$ cat src/rtl/crcpd_pkg.sv
// Package: item types, phase and result codes, CRC-32 byte update for the deframer.
`timescale 1ns / 1ps

package crcpd_pkg;

    localparam int MAX_PAYLOAD = 512;
    localparam int LEN_W       = $clog2(MAX_PAYLOAD + 1);

    localparam logic [7:0]  FRAME_START = 8'hAA;
    localparam logic [7:0]  REPLY_ACK  = 8'hFA;
    localparam logic [7:0]  REPLY_NAK  = 8'hFB;
    localparam logic [31:0] CRC_INIT   = 32'hFFFF_FFFF;
    localparam logic [31:0] CRC_POLY   = 32'hEDB8_8320;

    localparam logic        MODE_LINK  = 1'b0;
    localparam logic        MODE_FINAL = 1'b1;

    typedef enum logic [3:0] {
        PH_WAIT = 4'd0,
        PH_SEQ0 = 4'd1,
        PH_SEQ1 = 4'd2,
        PH_LEN0 = 4'd3,
        PH_LEN1 = 4'd4,
        PH_DATA = 4'd5,
        PH_CRC0 = 4'd6,
        PH_CRC1 = 4'd7,
        PH_CRC2 = 4'd8,
        PH_CRC3 = 4'd9
    } t_phase;

    typedef enum logic [2:0] {
        KIND_PAYLOAD  = 3'd0,
        KIND_ACCEPT   = 3'd1,
        KIND_REJECT   = 3'd2,
        KIND_IMAGE_OK = 3'd3,
        KIND_IMAGE_BAD = 3'd4
    } t_kind;

    typedef enum logic [1:0] {
        CAUSE_NONE = 2'd0,
        CAUSE_CRC  = 2'd1,
        CAUSE_SEQ  = 2'd2
    } t_cause;

    typedef struct packed {
        logic       mode;
        logic [7:0] rx_byte;
    } t_in_item;

    typedef struct packed {
        t_kind      kind;
        logic [7:0] payload_byte;
        logic [8:0] byte_offset;
        logic [15:0] packet_number;
        logic [9:0] packet_length;
        t_cause     reject_cause;
        logic [7:0] reply_byte;
    } t_out_item;

    // Reflected CRC-32, one byte, LSB first
    function automatic logic [31:0] crc32_byte(input logic [31:0] crc, input logic [7:0] b);
        logic [31:0] c;
        c = crc ^ {24'd0, b};
        for (int i = 0; i < 8; i++) begin
            c = c[0] ? ((c >> 1) ^ CRC_POLY) : (c >> 1);
        end
        return c;
    endfunction

endpackage

$ cat src/rtl/crc32_packet_deframer_core.sv
// Top level: request register, deframer step, result register and image CRC setting.
// A request is held in the request register, then its result in the result register.
// Throughput: one request per cycle when not stalled; CRC and phase step are combinational.
// Each request is one byte (or a finalize check) and yields zero or one result.
// Reset (i_rst_n low, synchronous): parser waits for the start byte, CRCs all ones,
// sequence counter and expected image CRC zero, both pipeline registers empty.
`timescale 1ns / 1ps

module crc32_packet_deframer_core (
    input  logic                    i_clk,
    input  logic                    i_rst_n,
    input  logic                    i_in_valid,
    output logic                    o_in_stall,
    input  crcpd_pkg::t_in_item     i_in_data,
    output logic                    o_out_valid,
    input  logic                    i_out_stall,
    output crcpd_pkg::t_out_item    o_out_data,
    input  logic                    i_cfg_we,
    input  logic [31:0]             i_cfg_wdata
);

    // request register
    logic                   r_in_valid;
    crcpd_pkg::t_in_item    r_in;
    // result register
    logic                   r_out_valid;
    crcpd_pkg::t_out_item   r_out;
    // expected whole-image CRC
    logic [31:0]            r_expected_crc;

    logic                   advance;
    logic                   in_take;
    logic                   step;
    logic                   res_valid;
    crcpd_pkg::t_out_item   res;

    // The result register frees when empty or when its result is taken this cycle;
    // the request register then moves on and may refill in the same edge.
    assign advance    = !r_out_valid || !i_out_stall;
    assign o_in_stall = r_in_valid && !advance;
    assign in_take    = i_in_valid && !o_in_stall;
    assign step       = r_in_valid && advance;

    crcpd_deframe u_deframe (
        .i_clk          (i_clk),
        .i_rst_n        (i_rst_n),
        .i_step         (step),
        .i_item         (r_in),
        .i_expected_crc (r_expected_crc),
        .o_res_valid    (res_valid),
        .o_res          (res)
    );

    always_ff @(posedge i_clk) begin
        if (!i_rst_n) begin
            r_in_valid <= 1'b0;
        end else if (in_take) begin
            r_in_valid <= 1'b1;
        end else if (advance) begin
            r_in_valid <= 1'b0;
        end
    end

    always_ff @(posedge i_clk) begin
        if (in_take) begin
            r_in <= i_in_data;
        end
    end

    // bytes that give no result leave the result register empty
    always_ff @(posedge i_clk) begin
        if (!i_rst_n) begin
            r_out_valid <= 1'b0;
        end else if (advance) begin
            r_out_valid <= step && res_valid;
        end
    end

    always_ff @(posedge i_clk) begin
        if (advance && step && res_valid) begin
            r_out <= res;
        end
    end

    always_ff @(posedge i_clk) begin
        if (!i_rst_n) begin
            r_expected_crc <= '0;
        end else if (i_cfg_we) begin
            r_expected_crc <= i_cfg_wdata;
        end
    end

    assign o_out_valid = r_out_valid;
    assign o_out_data  = r_out;

endmodule

$ cat src/rtl/crcpd_deframe.sv
// Deframer parse state, CRC accumulators and result formation for one byte per step.
`timescale 1ns / 1ps

module crcpd_deframe (
    input  logic                    i_clk,
    input  logic                    i_rst_n,
    input  logic                    i_step,
    input  crcpd_pkg::t_in_item     i_item,
    input  logic [31:0]             i_expected_crc,
    output logic                    o_res_valid,
    output crcpd_pkg::t_out_item    o_res
);

    crcpd_pkg::t_phase r_phase, n_phase;
    logic [15:0] r_seq, n_seq;
    logic [7:0]  r_len_lo, n_len_lo;
    logic [crcpd_pkg::LEN_W-1:0] r_len, n_len;
    logic [crcpd_pkg::LEN_W-1:0] r_count, n_count;
    logic [23:0] r_trl, n_trl;
    logic [31:0] r_pkt_crc, n_pkt_crc;
    logic [31:0] r_tent_crc, n_tent_crc;
    logic [31:0] r_comm_crc, n_comm_crc;
    logic [15:0] r_next_seq, n_next_seq;

    logic [15:0] len16;
    logic        len_ok;
    logic [crcpd_pkg::LEN_W-1:0] count_inc;
    logic [31:0] trailer;
    crcpd_pkg::t_cause cause;
    logic        link;

    assign link      = i_step && (i_item.mode == crcpd_pkg::MODE_LINK);
    assign len16     = {i_item.rx_byte, r_len_lo};
    assign len_ok    = (len16 != 16'd0) && (len16 <= 16'(crcpd_pkg::MAX_PAYLOAD));
    assign count_inc = r_count + {{(crcpd_pkg::LEN_W-1){1'b0}}, 1'b1};
    assign trailer   = {i_item.rx_byte, r_trl};

    always_comb begin
        if (~r_pkt_crc != trailer) begin
            cause = crcpd_pkg::CAUSE_CRC;
        end else if (r_seq != r_next_seq) begin
            cause = crcpd_pkg::CAUSE_SEQ;
        end else begin
            cause = crcpd_pkg::CAUSE_NONE;
        end
    end

    // next state
    always_comb begin
        n_phase    = r_phase;
        n_seq      = r_seq;
        n_len_lo   = r_len_lo;
        n_len      = r_len;
        n_count    = r_count;
        n_trl      = r_trl;
        n_pkt_crc  = r_pkt_crc;
        n_tent_crc = r_tent_crc;
        n_comm_crc = r_comm_crc;
        n_next_seq = r_next_seq;
        if (link) begin
            case (r_phase)
                crcpd_pkg::PH_WAIT: begin
                    if (i_item.rx_byte == crcpd_pkg::FRAME_START) begin
                        n_phase = crcpd_pkg::PH_SEQ0;
                    end
                end
                crcpd_pkg::PH_SEQ0: begin
                    n_seq   = {8'd0, i_item.rx_byte};
                    n_phase = crcpd_pkg::PH_SEQ1;
                end
                crcpd_pkg::PH_SEQ1: begin
                    n_seq   = {i_item.rx_byte, r_seq[7:0]};
                    n_phase = crcpd_pkg::PH_LEN0;
                end
                crcpd_pkg::PH_LEN0: begin
                    n_len_lo = i_item.rx_byte;
                    n_phase  = crcpd_pkg::PH_LEN1;
                end
                crcpd_pkg::PH_LEN1: begin
                    if (len_ok) begin
                        n_len     = len16[crcpd_pkg::LEN_W-1:0];
                        n_count   = '0;
                        n_pkt_crc = crcpd_pkg::CRC_INIT;
                        n_phase   = crcpd_pkg::PH_DATA;
                    end else begin
                        n_phase   = crcpd_pkg::PH_WAIT;
                    end
                end
                crcpd_pkg::PH_DATA: begin
                    n_pkt_crc  = crcpd_pkg::crc32_byte(r_pkt_crc, i_item.rx_byte);
                    n_tent_crc = crcpd_pkg::crc32_byte(r_tent_crc, i_item.rx_byte);
                    n_count    = count_inc;
                    if (count_inc >= r_len) begin
                        n_phase = crcpd_pkg::PH_CRC0;
                    end
                end
                crcpd_pkg::PH_CRC0: begin
                    n_trl   = {16'd0, i_item.rx_byte};
                    n_phase = crcpd_pkg::PH_CRC1;
                end
                crcpd_pkg::PH_CRC1: begin
                    n_trl   = {8'd0, i_item.rx_byte, r_trl[7:0]};
                    n_phase = crcpd_pkg::PH_CRC2;
                end
                crcpd_pkg::PH_CRC2: begin
                    n_trl   = {i_item.rx_byte, r_trl[15:0]};
                    n_phase = crcpd_pkg::PH_CRC3;
                end
                crcpd_pkg::PH_CRC3: begin
                    if (cause == crcpd_pkg::CAUSE_NONE) begin
                        n_comm_crc = r_tent_crc;
                        n_next_seq = r_next_seq + 16'd1;
                    end else begin
                        n_tent_crc = r_comm_crc;
                    end
                    n_pkt_crc = crcpd_pkg::CRC_INIT;
                    n_phase   = crcpd_pkg::PH_WAIT;
                end
                default: begin
                    n_phase = crcpd_pkg::PH_WAIT;
                end
            endcase
        end
    end

    // outputs
    always_comb begin
        o_res_valid = 1'b0;
        o_res       = '0;
        if (i_item.mode == crcpd_pkg::MODE_FINAL) begin
            o_res_valid = 1'b1;
            if (~r_comm_crc == i_expected_crc) begin
                o_res.kind       = crcpd_pkg::KIND_IMAGE_OK;
                o_res.reply_byte = crcpd_pkg::REPLY_ACK;
            end else begin
                o_res.kind       = crcpd_pkg::KIND_IMAGE_BAD;
                o_res.reply_byte = crcpd_pkg::REPLY_NAK;
            end
        end else begin
            case (r_phase)
                crcpd_pkg::PH_DATA: begin
                    o_res_valid         = 1'b1;
                    o_res.kind          = crcpd_pkg::KIND_PAYLOAD;
                    o_res.payload_byte  = i_item.rx_byte;
                    o_res.byte_offset   = r_count[8:0];
                    o_res.packet_number = r_seq;
                    o_res.packet_length = 10'(r_len);
                end
                crcpd_pkg::PH_CRC3: begin
                    o_res_valid         = 1'b1;
                    o_res.packet_number = r_seq;
                    o_res.packet_length = 10'(r_len);
                    o_res.reject_cause  = cause;
                    if (cause == crcpd_pkg::CAUSE_NONE) begin
                        o_res.kind       = crcpd_pkg::KIND_ACCEPT;
                        o_res.reply_byte = crcpd_pkg::REPLY_ACK;
                    end else begin
                        o_res.kind       = crcpd_pkg::KIND_REJECT;
                        o_res.reply_byte = crcpd_pkg::REPLY_NAK;
                    end
                end
                default: begin
                    o_res_valid = 1'b0;
                end
            endcase
        end
    end

    always_ff @(posedge i_clk) begin
        if (!i_rst_n) begin
            r_phase    <= crcpd_pkg::PH_WAIT;
            r_seq      <= '0;
            r_len_lo   <= '0;
            r_len      <= '0;
            r_count    <= '0;
            r_trl      <= '0;
            r_pkt_crc  <= crcpd_pkg::CRC_INIT;
            r_tent_crc <= crcpd_pkg::CRC_INIT;
            r_comm_crc <= crcpd_pkg::CRC_INIT;
            r_next_seq <= '0;
        end else begin
            r_phase    <= n_phase;
            r_seq      <= n_seq;
            r_len_lo   <= n_len_lo;
            r_len      <= n_len;
            r_count    <= n_count;
            r_trl      <= n_trl;
            r_pkt_crc  <= n_pkt_crc;
            r_tent_crc <= n_tent_crc;
            r_comm_crc <= n_comm_crc;
            r_next_seq <= n_next_seq;
        end
    end

endmodule
$ cat config.mk
export PLATFORM = sky130hd
export DESIGN_NAME = crc32_packet_deframer_core
export DESIGN_NICKNAME = d
export VERILOG_FILES = /design/src/rtl/crcpd_pkg.sv /design/src/rtl/crc32_packet_deframer_core.sv /design/src/rtl/crcpd_deframe.sv
export SDC_FILE = /design/constraint.sdc
export NUM_CORES = 1
export LEC_CHECK = 0
export ABC_CLOCK_PERIOD_IN_PS = 11500
export BUFFER_PORTS_ARGS = -buffer_cell sky130_fd_sc_hd__buf_2
export CAP_MARGIN = 20
export CORE_MARGIN = 1
export CORE_UTILIZATION = 50
export CTS_CLUSTER_DIAMETER = 150
export DETAILED_ROUTE_END_ITERATION = 12
export PLACE_DENSITY = 0.68
export SLEW_MARGIN = 5
export SYNTH_ARGS = -nofsm -noshare
export SYNTH_HDL_FRONTEND = slang
export SYNTH_SLANG_ARGS = --single-unit
$ cat constraint.sdc
create_clock -name i_clk -period 11.5 [get_ports i_clk]
set_clock_uncertainty 0.2 [all_clocks]
set_input_delay 2.3 -clock i_clk [delete_from_list [all_inputs] [get_ports i_clk]]
set_output_delay 2.3 -clock i_clk [all_outputs]
set_load 0.02 [all_outputs]
==> run summary, run 1 <==
The run finished with clean final reports. The most common cell in the synthesized netlist is sky130_fd_sc_hd__dfxtp_1. Once detail routing completed, the nets flagged for antenna violations numbered 0. The setup path with the least slack is of type in -> reg. Buffers placed on the I/O ports in this run total 102. The startpoint identified for the worst hold timing path is u_deframe.r_len_lo[1]$_SDFFE_PN0P_.

Entering global routing, the biggest net connects 80 pins. TritonCTS built the clock tree. The worst slack on hold paths is 0.2762 ns. In this run, synthesis inferred 59 flip-flops with an integrated enable. The final number of hold-violating endpoints is 0. The die height is 168.0 um. The starting density of the core is 50.97%. Dividing the detail-routed via count by the number of cells gives 5.738. The hold buffer count at CTS came out at 0.

The synthesized design devotes to its leading area cell type 31.68% of total area. For this run, design rule violations remaining after detail routing come to 0. Setup violations remaining at the end of the flow were counted as 0. The mean routed wirelength per cell came out at 18.34 um. In this run, synthesis produced a sequential element count of 277.

The largest total area in the synthesized netlist belongs to sky130_fd_sc_hd__dfxtp_1. In this run the tightest slew margin relative to its limit is 30.35%. The post-synthesis average cell area came out at 9.539 um^2.

The via count of the first global-routing pass came out at 10360. Setup repair after global routing left no endpoint under its margin. The startpoint type of the worst setup path is an input pin.

The share of synthesized registers carrying an async set or reset is 0%. Measured on the finished design, the core utilization comes to 57.30%. The die footprint is 0.02822 mm^2. The total CTS buffers came out at 30. Counting along the longest clock path gives a buffer depth of 3.

The area of the core came out at 0.02703 mm^2. The critical path goes through buf_2, buf_4, clkinv_2, nor2_1, nand4_1, a211o_1, nor3b_1. Max-cap violations in this run came to 0. The post-place setup slack came out at 5.449 ns. The die width is 168.0 um. The overall fraction of global-route tracks in use came out at 24.37%. The number of vias in the routed layout came out at 10690. Summing every instance area after synthesis gives 0.01377 mm^2.

The startpoint of the most critical register-to-register path is u_deframe.r_phase[3]$_SDFFE_PN0P_. The global placer's final weighted congestion came out at 0.8451. In the detailed route, the total length drawn on met3 is 1937 um.

The initial antenna violation count came out at 0. The sequential cell area fraction in the yosys report came out at 44.55%. The worst ir drop on vdd came out at 99.28 uV. The detailed router used layers up to and including met4. The synthesized netlist net count came out at 1502. The number of pins with negative max-slew slack in the final report is 0. The total negative slack for setup checks is 0 ns. The peak per-stage delay on the critical path came out at 1.05 ns.

The required time at the worst-slack endpoint came out at 11.73 ns. STA classifies the critical path endpoint as a register. The most critical setup path has its startpoint at i_rst_n. The path category of the worst min-delay check is reg -> reg. By area the synthesized netlist is led by sky130_fd_sc_hd__dfxtp_1 (32%), sky130_fd_sc_hd__edfxtp_1 (13%), sky130_fd_sc_hd__xnor2_1 (7.2%). The tree built by TritonCTS fans out to 277 sinks. The final layout contains routed wiring with a total length of 34170 um.

The power per cell area is 142.4 mW/mm^2. Summed over all nets, wire length on met2 after detailed routing comes to 15430 um. The transition at the pin with the smallest max-transition slack came out at 1.041 ns.

The number of buffers added for setup after CTS is 0. Relative to the synthesized area, the layout overhead comes to 12.43%. The clock latency at the later pin of the worst-skew pair came out at 0.55 ns. The master of the slowest instance on the critical path is sky130_fd_sc_hd__nor2_1.

STA puts the critical path data arrival time at 5.76 ns. Yosys printed 0 warnings. The root buffer cell chosen for the clock tree is sky130_fd_sc_hd__clkbuf_16. For this block, wires on met1 add up to 15960 um. Once detailed placement completed, the half-perimeter wirelength came to 23050 um.

After layout, the worst path uses 48.10% of the clock period. In this run the static leakage power is 6.018 nW. The post-layout minimum cycle time came out at 5.531 ns. Sorting the synthesized cells by how often they occur yields sky130_fd_sc_hd__dfxtp_1 (218), sky130_fd_sc_hd__nand2_1 (117), sky130_fd_sc_hd__xnor2_1 (113). The row count came out at 60. The total number of H-tree levels is 1. The sum of overflow across all layers after global routing is 0.

The detailed-router iteration count before antenna repair is 5. The number of cells upsized or downsized after cts is 0. The final antenna diode count is 0.

The worst setup margin came out at 5.969 ns. The synthesized netlist contains 65 unique library cells. The I/O pin total is 104. The peak clock frequency supported by timing came out at 0.1808 GHz.

The global-route wire length before repair came out at 55520 um. Synthesis produced a netlist whose cell count is 1444. The critical-path maximum fanout came out at 79. Clock-pin slew was measured on the worst setup and hold paths at 0.06 ns. In the synthesized netlist the dominant register cell turns out to be sky130_fd_sc_hd__dfxtp_1. The number of DRC markers in iteration 0 came out at 777. The ratio of cells with drive above 1 in the final layout came out at 13.07%. After the last flow step, the layout net total stands at 1556.
==> through the flow <==
stage | cells | cell area, um^2 | total power, mW
floorplan | 1444 | 13770 | 1.185
global placement | 1806 | 14460 | 1.230
detailed placement | 1806 | 14460 | 1.232
CTS | 1862 | 15480 | 2.218
global route | 1863 | 15490 | 2.279
finish | 1863 | 15490 | 2.205
==> cell usage in the layout (no fill, tap or decap), types with 8 or more instances in the layout <==
cell,count
sky130_fd_sc_hd__a22oi_1,8
sky130_fd_sc_hd__edfxtp_1,59
sky130_fd_sc_hd__ha_1,12
sky130_fd_sc_hd__clkbuf_16,31
sky130_fd_sc_hd__and2_1,29
sky130_fd_sc_hd__or3_1,13
sky130_fd_sc_hd__xor2_1,87
sky130_fd_sc_hd__o21ai_0,71
sky130_fd_sc_hd__nor2_1,111
sky130_fd_sc_hd__nand2_1,117
sky130_fd_sc_hd__clkinv_2,8
sky130_fd_sc_hd__a21oi_1,98
sky130_fd_sc_hd__dfxtp_1,218
sky130_fd_sc_hd__mux2i_1,82
sky130_fd_sc_hd__a2bb2oi_1,21
sky130_fd_sc_hd__buf_2,102
sky130_fd_sc_hd__xnor3_1,10
sky130_fd_sc_hd__xnor2_1,113
sky130_fd_sc_hd__inv_1,23
sky130_fd_sc_hd__a31oi_1,15
sky130_fd_sc_hd__nand4_1,35
sky130_fd_sc_hd__and3_1,27
sky130_fd_sc_hd__nor3_1,38
sky130_fd_sc_hd__nand3_1,52
sky130_fd_sc_hd__xnor2_2,12
sky130_fd_sc_hd__buf_4,17
==> logic make-up after synthesis <==
logic type	synth area share [%]
DFF	44.55
buffers and inverters	3.588
muxes	5.959
adders and majority gates	1.090
AOI/OAI and AO/OA	11.59
and+or+nand+nor	16.49
xor gates and xnor gates	16.71
other	0.02722
==> cell type report <==
type                    count  area [um^2]
clock inverters            17        177.7
repair buffers            119        638.1
fillers                  2379        11540
clock buffers              39        845.8
multi-input cells        1046         7171
inverters                  24        91.34
well taps                 341        426.7
flip-flops and latches    277         6136
==> final timing paths <==
path | endpoint | slack [ns] | depth (start not counted)
setup / recovery | u_deframe.r_tent_crc[25]$_SDFFE_PN1P_ | 5.97 | 7
hold / removal | u_deframe.r_len_lo[1]$_SDFFE_PN0P_ | 0.28 | 2
setup reg to reg | u_deframe.r_tent_crc[25]$_SDFFE_PN1P_ | 7.61 | 6
hold reg to reg | u_deframe.r_len_lo[1]$_SDFFE_PN0P_ | 0.28 | 2
==> critical path, delay by kind of cell <==
family	cells	cell delay, ns
compound gates	1	0.34
simple gates	3	1.51
buf+inv	3	1.56
==> registers in the layout (all words and copies together) (netlist names), 10 cells and up <==
name                  count
o_out_data               50
r_expected_crc           32
u_deframe.r_comm_crc     32
u_deframe.r_pkt_crc      32
u_deframe.r_tent_crc     32
u_deframe.r_trl          24
u_deframe.r_next_seq     16
u_deframe.r_seq          16
u_deframe.r_count        10
u_deframe.r_len          10
==> power by group <==
group          leakage (nW)  internal [mW]  total (mW)  switching [mW]
registers              2.34           1.00        1.02          0.0128
logic                  3.17         0.0866       0.198           0.111
clock network         0.509          0.603       0.991           0.388
total                  6.02           1.69        2.21           0.512
==> routing by layer <==
metal	vias to the layer above	track usage, %
met5	-	0
met4	0	7.619
met3	58	3.808
met2	316	38.17
met1	5143	34.46
li1	5172	-
Power figures use the tool's default switching activity.
==> run 2: changes to the inputs <==
--- a/config.mk
+++ b/config.mk
@@ -5,14 +5,15 @@
 export SDC_FILE = /design/constraint.sdc
 export NUM_CORES = 1
 export LEC_CHECK = 0
-export ABC_CLOCK_PERIOD_IN_PS = 11500
+export ABC_AREA = 1
+export ABC_CLOCK_PERIOD_IN_PS = 4550
 export BUFFER_PORTS_ARGS = -buffer_cell sky130_fd_sc_hd__buf_2
 export CAP_MARGIN = 20
 export CORE_MARGIN = 1
 export CORE_UTILIZATION = 50
 export CTS_CLUSTER_DIAMETER = 150
 export DETAILED_ROUTE_END_ITERATION = 12
-export PLACE_DENSITY = 0.68
+export PLACE_DENSITY = 0.71
 export SLEW_MARGIN = 5
 export SYNTH_ARGS = -nofsm -noshare
 export SYNTH_HDL_FRONTEND = slang
==> constraint.sdc (replaced) <==
create_clock -name i_clk -period 4.55 [get_ports i_clk]
set_clock_uncertainty 0.2 [all_clocks]
set_input_delay 0.91 -clock i_clk [delete_from_list [all_inputs] [get_ports i_clk]]
set_output_delay 0.91 -clock i_clk [all_outputs]
set_load 0.02 [all_outputs]
==> run summary, run 2 <==
Status: finished clean (unchanged). The cell repeated most along the worst path is sky130_fd_sc_hd__inv_2. The sum of overflow across all layers after global routing is 0 (unchanged).

The mean number of vias per cell is 5.366 (was 5.738). The share of synthesized registers carrying an async set or reset was 0% (unchanged). The destination of the worst hold path is u_deframe.r_tent_crc[10]$_SDFFE_PN1P_ (was u_deframe.r_len_lo[1]$_SDFFE_PN0P_). The via count of the first global-routing pass came to 13160 (was 10360). The post-synthesis to final-layout area growth is 10.99% (was 12.43%).

The number of I/O port buffers is 102 (unchanged). The number of warnings printed during yosys synthesis is 0 (unchanged). The destination of the worst register-to-register timing path is u_deframe.r_tent_crc[2]$_SDFFE_PN1P_ (was u_deframe.r_tent_crc[25]$_SDFFE_PN1P_).

The share of the clock period used by the worst path after layout came out at 74.73%. The unique cell type count in the Yosys netlist came to 44 (was 65). The routed wire length came to 43430 um (was 34170 um).

The CTS tree is built (unchanged). The buffer and inverter count on the worst path came out at 7 (was 3). The number of flip-flops in the largest register is 50 (unchanged).

The worst slack on hold paths came out at 0.2672 ns (was 0.2762 ns). The final non-filler cell area came out at 0.01704 mm^2 (was 0.01549 mm^2). The transition at the pin with the smallest max-transition slack is 1.098 ns (was 1.041 ns).

The initial antenna violation count is 0 (unchanged). The hold buffer count at CTS is 0 (unchanged). The required time at the worst-slack endpoint is 4.77 ns (was 11.73 ns). The post-synthesis average cell area is 6.907 um^2 (was 9.539 um^2). The die height is 177.2 um (was 168.0 um). Setup repair after global routing missed its margin: no (unchanged).

The I/O pin total is 104 (unchanged). The number of DRC markers in iteration 0 is 1444 (was 777). The commonest non-fill, non-tap cell in the layout is sky130_fd_sc_hd__nand2_1 (was sky130_fd_sc_hd__dfxtp_1). The worst path arrival time came to 3.62 ns (was 5.76 ns). The row count is 63 (was 60). The number of nets in the layout is 2331 (was 1556).

The number of pins with negative max-slew slack in the final report was 0 (unchanged). The most instantiated flip-flop cell in the synthesis netlist is sky130_fd_sc_hd__dfxtp_1 (unchanged). The total number of H-tree levels is 1 (unchanged). The clock latency at the later pin of the worst-skew pair is 0.57 ns (was 0.55 ns). The sequential cell area fraction in the yosys report came to 39.96% (was 44.55%). The number of cells produced by synthesis came out at 2223 (was 1444). The synthesized netlist net count is 2281 (was 1502). The number of nets with antenna violations after detailed routing came out at 0 (unchanged). The share of the synthesized area in the top cell type is 28.42% (was 31.68%). The count of clock tree sinks came out at 277 (unchanged). The number of cells on the worst hold path is 2 (unchanged). The die footprint came out at 0.03141 mm^2 (was 0.02822 mm^2). The path category of the worst min-delay check is reg -> reg (unchanged). The critical path start-end classification is reg -> reg (was in -> reg). The die width came out at 177.2 um (was 168.0 um). The area of the mapped netlist is 0.01535 mm^2 (was 0.01377 mm^2). The largest area contributor in the synthesized netlist is sky130_fd_sc_hd__dfxtp_1 (unchanged). Most instantiated cells after synthesis: sky130_fd_sc_hd__nand2_1 (626), sky130_fd_sc_hd__nor2_1 (263), sky130_fd_sc_hd__inv_1 (236) (was sky130_fd_sc_hd__dfxtp_1 (218), sky130_fd_sc_hd__nand2_1 (117), sky130_fd_sc_hd__xnor2_1 (113)).

The post-layout minimum cycle time came out at 3.400 ns. The start point of the critical path is u_deframe.r_phase[0]$_SDFFE_PN0P_ (was i_rst_n). The post-route DRC violation count is 0 (unchanged). The master of the slowest instance on the critical path is sky130_fd_sc_hd__dfxtp_1 (was sky130_fd_sc_hd__nor2_1).

The core utilization of the finished layout is 56.89% (was 57.30%). The post-place setup slack is 1.219 ns (was 5.449 ns). The final setup violation count was 0 (unchanged). The type of destination of the critical path is a register (unchanged). The worst setup margin came out at 1.150 ns (was 5.969 ns). The reg-to-reg setup timing slack is 1.15 ns (was 7.61 ns). The root buffer cell is sky130_fd_sc_hd__clkbuf_16 (unchanged). The detailed-router iteration count before antenna repair is 5 (unchanged). The total negative slack for setup checks is 0 ns (unchanged). The total CTS buffers is 30 (unchanged). The cell area after placement is 0.01595 mm^2 (was 0.01446 mm^2). The most common cell in the synthesized netlist was sky130_fd_sc_hd__nand2_1 (was sky130_fd_sc_hd__dfxtp_1).

CP Cell Sequence: inv_2, nor2_1, inv_2, nor3_4, buf_4, nor2_1, inv_2, nand2_2, buf_4, inv_2, o21ai_0, inv_1, nand2_1, nand2_1, nand2_1 (was buf_2, buf_4, clkinv_2, nor2_1, nand4_1, a211o_1, nor3b_1). The overall fraction of global-route tracks in use came out at 27.70% (was 24.37%). The maximum buffer depth of the clock tree came out at 3 (unchanged). The number of buffers added for setup after CTS is 0 (unchanged). The worst max-slew margin expressed relative to the limit came out at 26.11% (was 30.35%).

The static leakage came out at 7.984 nW (was 6.018 nW). Top post-synthesis cells by area: sky130_fd_sc_hd__dfxtp_1 (28%), sky130_fd_sc_hd__nand2_1 (15%), sky130_fd_sc_hd__edfxtp_1 (12%) (was sky130_fd_sc_hd__dfxtp_1 (32%), sky130_fd_sc_hd__edfxtp_1 (13%), sky130_fd_sc_hd__xnor2_1 (7.2%)). The register bit count reported by yosys is 277 (unchanged).

The kind of cell adding the most delay to the critical path was buffers and inverters (unchanged). The number of maximum-capacitance constraint violations came out at 0 (unchanged). The startpoint type of the worst setup path is a register (was input pin).

The final number of hold-violating endpoints is 0 (unchanged). The critical-path maximum fanout is 54 (was 79). The source of the worst hold timing path was u_deframe.r_tent_crc[10]$_SDFFE_PN1P_ (was u_deframe.r_len_lo[1]$_SDFFE_PN0P_). The power per cell area is 333.8 mW/mm^2 (was 142.4 mW/mm^2).

The global-route wire length before repair is 69230 um (was 55520 um). The area of the core was 0.02995 mm^2 (was 0.02703 mm^2). The mean routed wirelength per cell came to 16.16 um (was 18.34 um). The ratio of cells with drive above 1 in the final layout is 10.06% (was 13.07%). The clock-pin slew on the worst setup and hold paths came out at 0.07 ns (was 0.06 ns).

The worst ir drop on vdd came out at 336.3 uV (was 99.28 uV). The count of flip-flops with a built-in enable after synthesis is 59 (unchanged). The global placer's final weighted congestion was 0.9163 (was 0.8451). Based on the critical path, the design can be clocked at up to 0.2941 GHz. The number of vias in the routed layout is 14420 (was 10690). The peak per-stage delay on the critical path came out at 0.64 ns (was 1.05 ns). The starting density of the core came out at 51.26% (was 50.97%). The number of cells upsized or downsized after cts is 0 (unchanged).

The maximum number of pins on one net before global-route repair came to 87 (was 80). The detailed placement HPWL was 30100 um (was 23050 um). The final antenna diode count came out at 0 (unchanged). Most frequent cells in the layout: sky130_fd_sc_hd__nand2_1 (626), sky130_fd_sc_hd__nor2_1 (263), sky130_fd_sc_hd__inv_1 (235) (was sky130_fd_sc_hd__dfxtp_1 (218), sky130_fd_sc_hd__nand2_1 (117), sky130_fd_sc_hd__xnor2_1 (113)). The startpoint of the most critical register-to-register path is u_deframe.r_phase[0]$_SDFFE_PN0P_ (was u_deframe.r_phase[3]$_SDFFE_PN0P_).

The cell count of the worst reg-to-reg path is 15 (was 6).
==> run 2: logic make-up (layout without fill, tap and decap cells) <==
group,after synthesis,count (layout),synth area share [%]
simple gates,1131,1131,31.04
buf+inv,361,435,9.706
compound gates,321,321,11.10
flops,277,277,39.96
xor+xnor,120,120,7.188
fa+ha+maj,12,12,0.9779
other cells,1,1,0.02442
==> run 2: metrics by stage <==
| stage | instances | power, mW |
|---|---|---|
| final | 2687 | 5.688 |
| after global routing | 2687 | 5.875 |
| after CTS | 2687 | 5.722 |
| after detailed placement | 2631 | 3.053 |
| after global placement | 2631 | 3.047 |
| after floorplan | 2223 | 2.928 |
==> run 2: worst min-delay path, stage by stage (launching register included) <==
cell	delay, ns
sky130_fd_sc_hd__dfxtp_1	0.33
sky130_fd_sc_hd__a21oi_1	0.06
sky130_fd_sc_hd__nand2_1	0.05
==> run 2: where the power goes <==
group / switching (mW) / internal, mW / total (mW)
Sequential: 0.0391 / 2.54 / 2.58
Combinational: 0.296 / 0.134 / 0.429
Clock: 1.06 / 1.62 / 2.68
Total: 1.39 / 4.29 / 5.69
==> run 2: layout make-up <==
cell class                      instances  area (um^2)
Fill cell                            2856        12910
Multi-Input combinational cell       1585         7727
Sequential cell                       277         6136
Inverter                              264        993.5
Clock buffer                           32        768.2
Timing Repair Buffer                  115        608.1
Tap cell                              390        488.0
Clock inverter                         24        319.1
==> run 2: worst max path at each step <==
| stage | slack (ns) | endpoint | depth (start not counted) |
|---|---|---|---|
| floorplan | 1.63 | o_out_data[0]$_DFFE_PP_ | 9 |
| global placement | 1.25 | u_deframe.r_tent_crc[2]$_SDFFE_PN1P_ | 12 |
| detailed placement | 1.22 | u_deframe.r_tent_crc[1]$_SDFFE_PN1P_ | 12 |
| CTS | 1.21 | u_deframe.r_tent_crc[2]$_SDFFE_PN1P_ | 15 |
| global route | 0.89 | u_deframe.r_tent_crc[2]$_SDFFE_PN1P_ | 15 |
| finish | 1.15 | u_deframe.r_tent_crc[2]$_SDFFE_PN1P_ | 15 |
==> run 2: routing by layer <==
layer / vias up / GRT usage [%] / routed length [um] / share of wire, %
li1: 7197 / - / - / -
met1: 6566 / 39.62 / 19530 / 45
met2: 566 / 43.16 / 19010 / 44
met3: 89 / 3.522 / 3574 / 8.2
met4: 0 / 8.585 / 1321 / 3.0
met5: - / 0 / 0 / 0
==> run 3: changes to the inputs <==
--- a/config.mk
+++ b/config.mk
@@ -6,7 +6,7 @@
 export NUM_CORES = 1
 export LEC_CHECK = 0
 export ABC_AREA = 1
-export ABC_CLOCK_PERIOD_IN_PS = 4550
+export ABC_CLOCK_PERIOD_IN_PS = 3000
 export BUFFER_PORTS_ARGS = -buffer_cell sky130_fd_sc_hd__buf_2
 export CAP_MARGIN = 20
 export CORE_MARGIN = 1
==> constraint.sdc (replaced) <==
create_clock -name i_clk -period 3 [get_ports i_clk]
set_clock_uncertainty 0.2 [all_clocks]
set_input_delay 0.6 -clock i_clk [delete_from_list [all_inputs] [get_ports i_clk]]
set_output_delay 0.6 -clock i_clk [all_outputs]
set_load 0.02 [all_outputs]
==> run summary, run 3 (same netlist as run 2, synthesis figures left out) <==
Status: finished clean (unchanged). The via count of the first global-routing pass came out at 13420 (was 13160). The number of I/O port buffers was 102 (unchanged). The worst slack on hold paths came to 0.02052 ns (was 0.2672 ns). The global-route wire length before repair came out at 70310 um (was 69230 um). The cell total after placement was 2671 (was 2631). The root buffer cell is sky130_fd_sc_hd__clkbuf_16 (unchanged).

The final instance count without filler cells came out at 2733 (was 2687). The commonest non-fill, non-tap cell in the layout was sky130_fd_sc_hd__nand2_1 (unchanged). The post-synthesis to final-layout area growth is 13.61% (was 10.99%). The path category of the worst min-delay check is in -> reg (was reg -> reg). The type of destination of the critical path is a register (unchanged). The reg-to-reg setup timing slack is 0.27 ns (was 1.15 ns). The die height is 177.2 um (unchanged). The initial antenna violation count is 0 (unchanged). The power per cell area came out at 494.2 mW/mm^2 (was 333.8 mW/mm^2).

The routed wire length came out at 44040 um (was 43430 um). Setup repair after global routing missed its margin: no (unchanged). The number of maximum-capacitance constraint violations came to 0 (unchanged). The startpoint type of the worst setup path is a register (unchanged). The row count was 63 (unchanged). The I/O pin total came out at 104 (unchanged). The global placer's final weighted congestion is 0.9195 (was 0.9163). The detailed placement HPWL came to 31490 um (was 30100 um). The maximum number of pins on one net before global-route repair is 87 (unchanged).

The total CTS buffers came to 31 (was 30). The ratio of cells with drive above 1 in the final layout is 11.52% (was 10.06%). The overall fraction of global-route tracks in use came out at 28.06% (was 27.70%).

The critical path start-end classification was reg -> reg (unchanged). The worst setup margin is 0.2715 ns (was 1.150 ns). The area of the core came out at 0.02995 mm^2 (unchanged). The starting density of the core came out at 51.26% (unchanged). The static leakage came out at 8.228 nW (was 7.984 nW). The total power consumption of the routed design came out at 8.621 mW (was 5.688 mW). The post-place setup slack is 0.2200 ns (was 1.219 ns). The count of clock tree sinks is 277 (unchanged). The number of nets in the layout came out at 2376 (was 2331).

The total negative slack for setup checks is 0 ns (unchanged). The sum of overflow across all layers after global routing is 0 (unchanged). The share of the clock period used by the worst path after layout is 90.95% (was 74.73%). The total number of H-tree levels is 1 (unchanged). The number of nets with antenna violations after detailed routing is 0 (unchanged). The final number of hold-violating endpoints is 0 (unchanged). The peak clock frequency supported by timing is 0.3665 GHz (was 0.2941 GHz). The worst max-slew margin expressed relative to the limit came out at 36.13% (was 26.11%). The CTS tree is built (unchanged).

The cell area after placement is 0.01632 mm^2 (was 0.01595 mm^2). The number of DRC markers in iteration 0 is 1385 (was 1444). The transition at the pin with the smallest max-transition slack came out at 0.9581 ns (was 1.098 ns).

The clock latency at the later pin of the worst-skew pair came out at 0.57 ns (about the same). The number of vias in the routed layout came out at 14630 (was 14420). The die width came to 177.2 um (unchanged).

The fill cell total of the finished layout is 2877 (was 2856). The required time at the worst-slack endpoint is 3.26 ns (was 4.77 ns). The worst ir drop on vdd is 432.6 uV (was 336.3 uV).

The detailed-router iteration count before antenna repair is 5 (unchanged). Most frequent cells in the layout: sky130_fd_sc_hd__nand2_1 (626), sky130_fd_sc_hd__nor2_1 (262), sky130_fd_sc_hd__inv_1 (235) (was sky130_fd_sc_hd__nand2_1 (626), sky130_fd_sc_hd__nor2_1 (263), sky130_fd_sc_hd__inv_1 (235)). The critical-path maximum fanout is 4 (was 54). The die footprint came out at 0.03141 mm^2 (unchanged).

The clock-pin slew on the worst setup and hold paths was 0.06 ns (was 0.07 ns). The number of pins with negative max-slew slack in the final report came out at 0 (unchanged). The worst path arrival time came out at 2.99 ns (was 3.62 ns). The maximum buffer depth of the clock tree was 3 (unchanged).

The post-route DRC violation count came out at 0 (unchanged). The mean number of vias per cell is 5.351 (was 5.366). The number of flip-flops in the largest register was 50 (unchanged). The final antenna diode count came out at 0 (unchanged). The post-layout minimum cycle time came to 2.728 ns (was 3.400 ns). The number of buffers added for setup after CTS is 0 (unchanged). The mean routed wirelength per cell is 16.12 um (was 16.16 um). The final non-filler cell area came out at 0.01744 mm^2 (was 0.01704 mm^2). The final setup violation count came to 0 (unchanged). The core utilization of the finished layout is 58.23% (was 56.89%).
==> run 3: changes by cell type in the layout (fill, tap and decap cells not counted), moves of 2 or more <==
cell / before / now
sky130_fd_sc_hd__buf_4: 13 / 48
sky130_fd_sc_hd__clkinv_1: 8 / 10
sky130_fd_sc_hd__buf_12: 0 / 5
sky130_fd_sc_hd__clkbuf_1: 1 / 5
sky130_fd_sc_hd__inv_6: 0 / 2
sky130_fd_sc_hd__clkinvlp_4: 5 / 0
sky130_fd_sc_hd__dlygate4sd3_1: 0 / 4
==> run 3: area by class of cell <==
cell class / count / area, um^2 / area share [%]
multi-input combinational: 1585 / 7736 / 44.35
timing repair buffer: 159 / 1011 / 5.796
clock inverter: 20 / 255.2 / 1.463
sequential: 277 / 6137 / 35.18
inverter: 264 / 993.5 / 5.695
clock buffer: 38 / 822.0 / 4.713
tap: 390 / 488.0 / 2.798
==> run 3: where the power goes <==
group / switching [mW] / internal (mW)
combinational: 0.467 / 0.230
clock: 1.58 / 2.45
sequential: 0.0393 / 3.85
total: 2.09 / 6.54
==> run 3: worst paths after layout <==
path / endpoint / from / cells past startpoint
worst max-delay path: u_deframe.r_phase[1]$_SDFFE_PN0P_ / u_deframe.r_count[1]$_SDFFE_PN0P_ / 16
worst min register to register: u_deframe.r_tent_crc[21]$_SDFFE_PN1P_ / u_deframe.r_tent_crc[21]$_SDFFE_PN1P_ / 2
worst max register to register: u_deframe.r_phase[1]$_SDFFE_PN0P_ / u_deframe.r_count[1]$_SDFFE_PN0P_ / 16
worst min-delay path: r_in[5]$_DFFE_PP_ / i_in_data[5] / 1
==> run 3: timing repair <==
| action | in CTS | in global routing |
|---|---|---|
| hold buffers | 2 | 2 |
| resized for setup | 0 | 3 |
| endpoints found under the setup margin | 0 | 4 |
| hold endpoints to repair | 2 | 2 |
==> run 3: metal layers <==
metal	part of all wire (%)	global-route usage, %	vias to the layer above
met3	8.5	3.887	83
met4	2.8	8.190	0
li1	-	-	7287
met2	43	43.08	566
met5	0	0	-
met1	46	40.63	6689
==> run 3: worst max-delay path: stages (launching register included) <==
cell and delay, ns:
sky130_fd_sc_hd__dfxtp_1 0.38, sky130_fd_sc_hd__inv_1 0.08, sky130_fd_sc_hd__nor4_2 0.28, sky130_fd_sc_hd__buf_4 0.16, sky130_fd_sc_hd__nand3_1 0.10, sky130_fd_sc_hd__nand2_1 0.09, sky130_fd_sc_hd__inv_1 0.06, sky130_fd_sc_hd__ha_1 0.29
sky130_fd_sc_hd__nand2_1 0.10, sky130_fd_sc_hd__o21ai_0 0.25, sky130_fd_sc_hd__a21oi_1 0.10, sky130_fd_sc_hd__nand4_1 0.10, sky130_fd_sc_hd__nand2_1 0.09, sky130_fd_sc_hd__nor2_2 0.16, sky130_fd_sc_hd__nand2_1 0.07, sky130_fd_sc_hd__nand2_1 0.06
sky130_fd_sc_hd__nor2_1 0.05
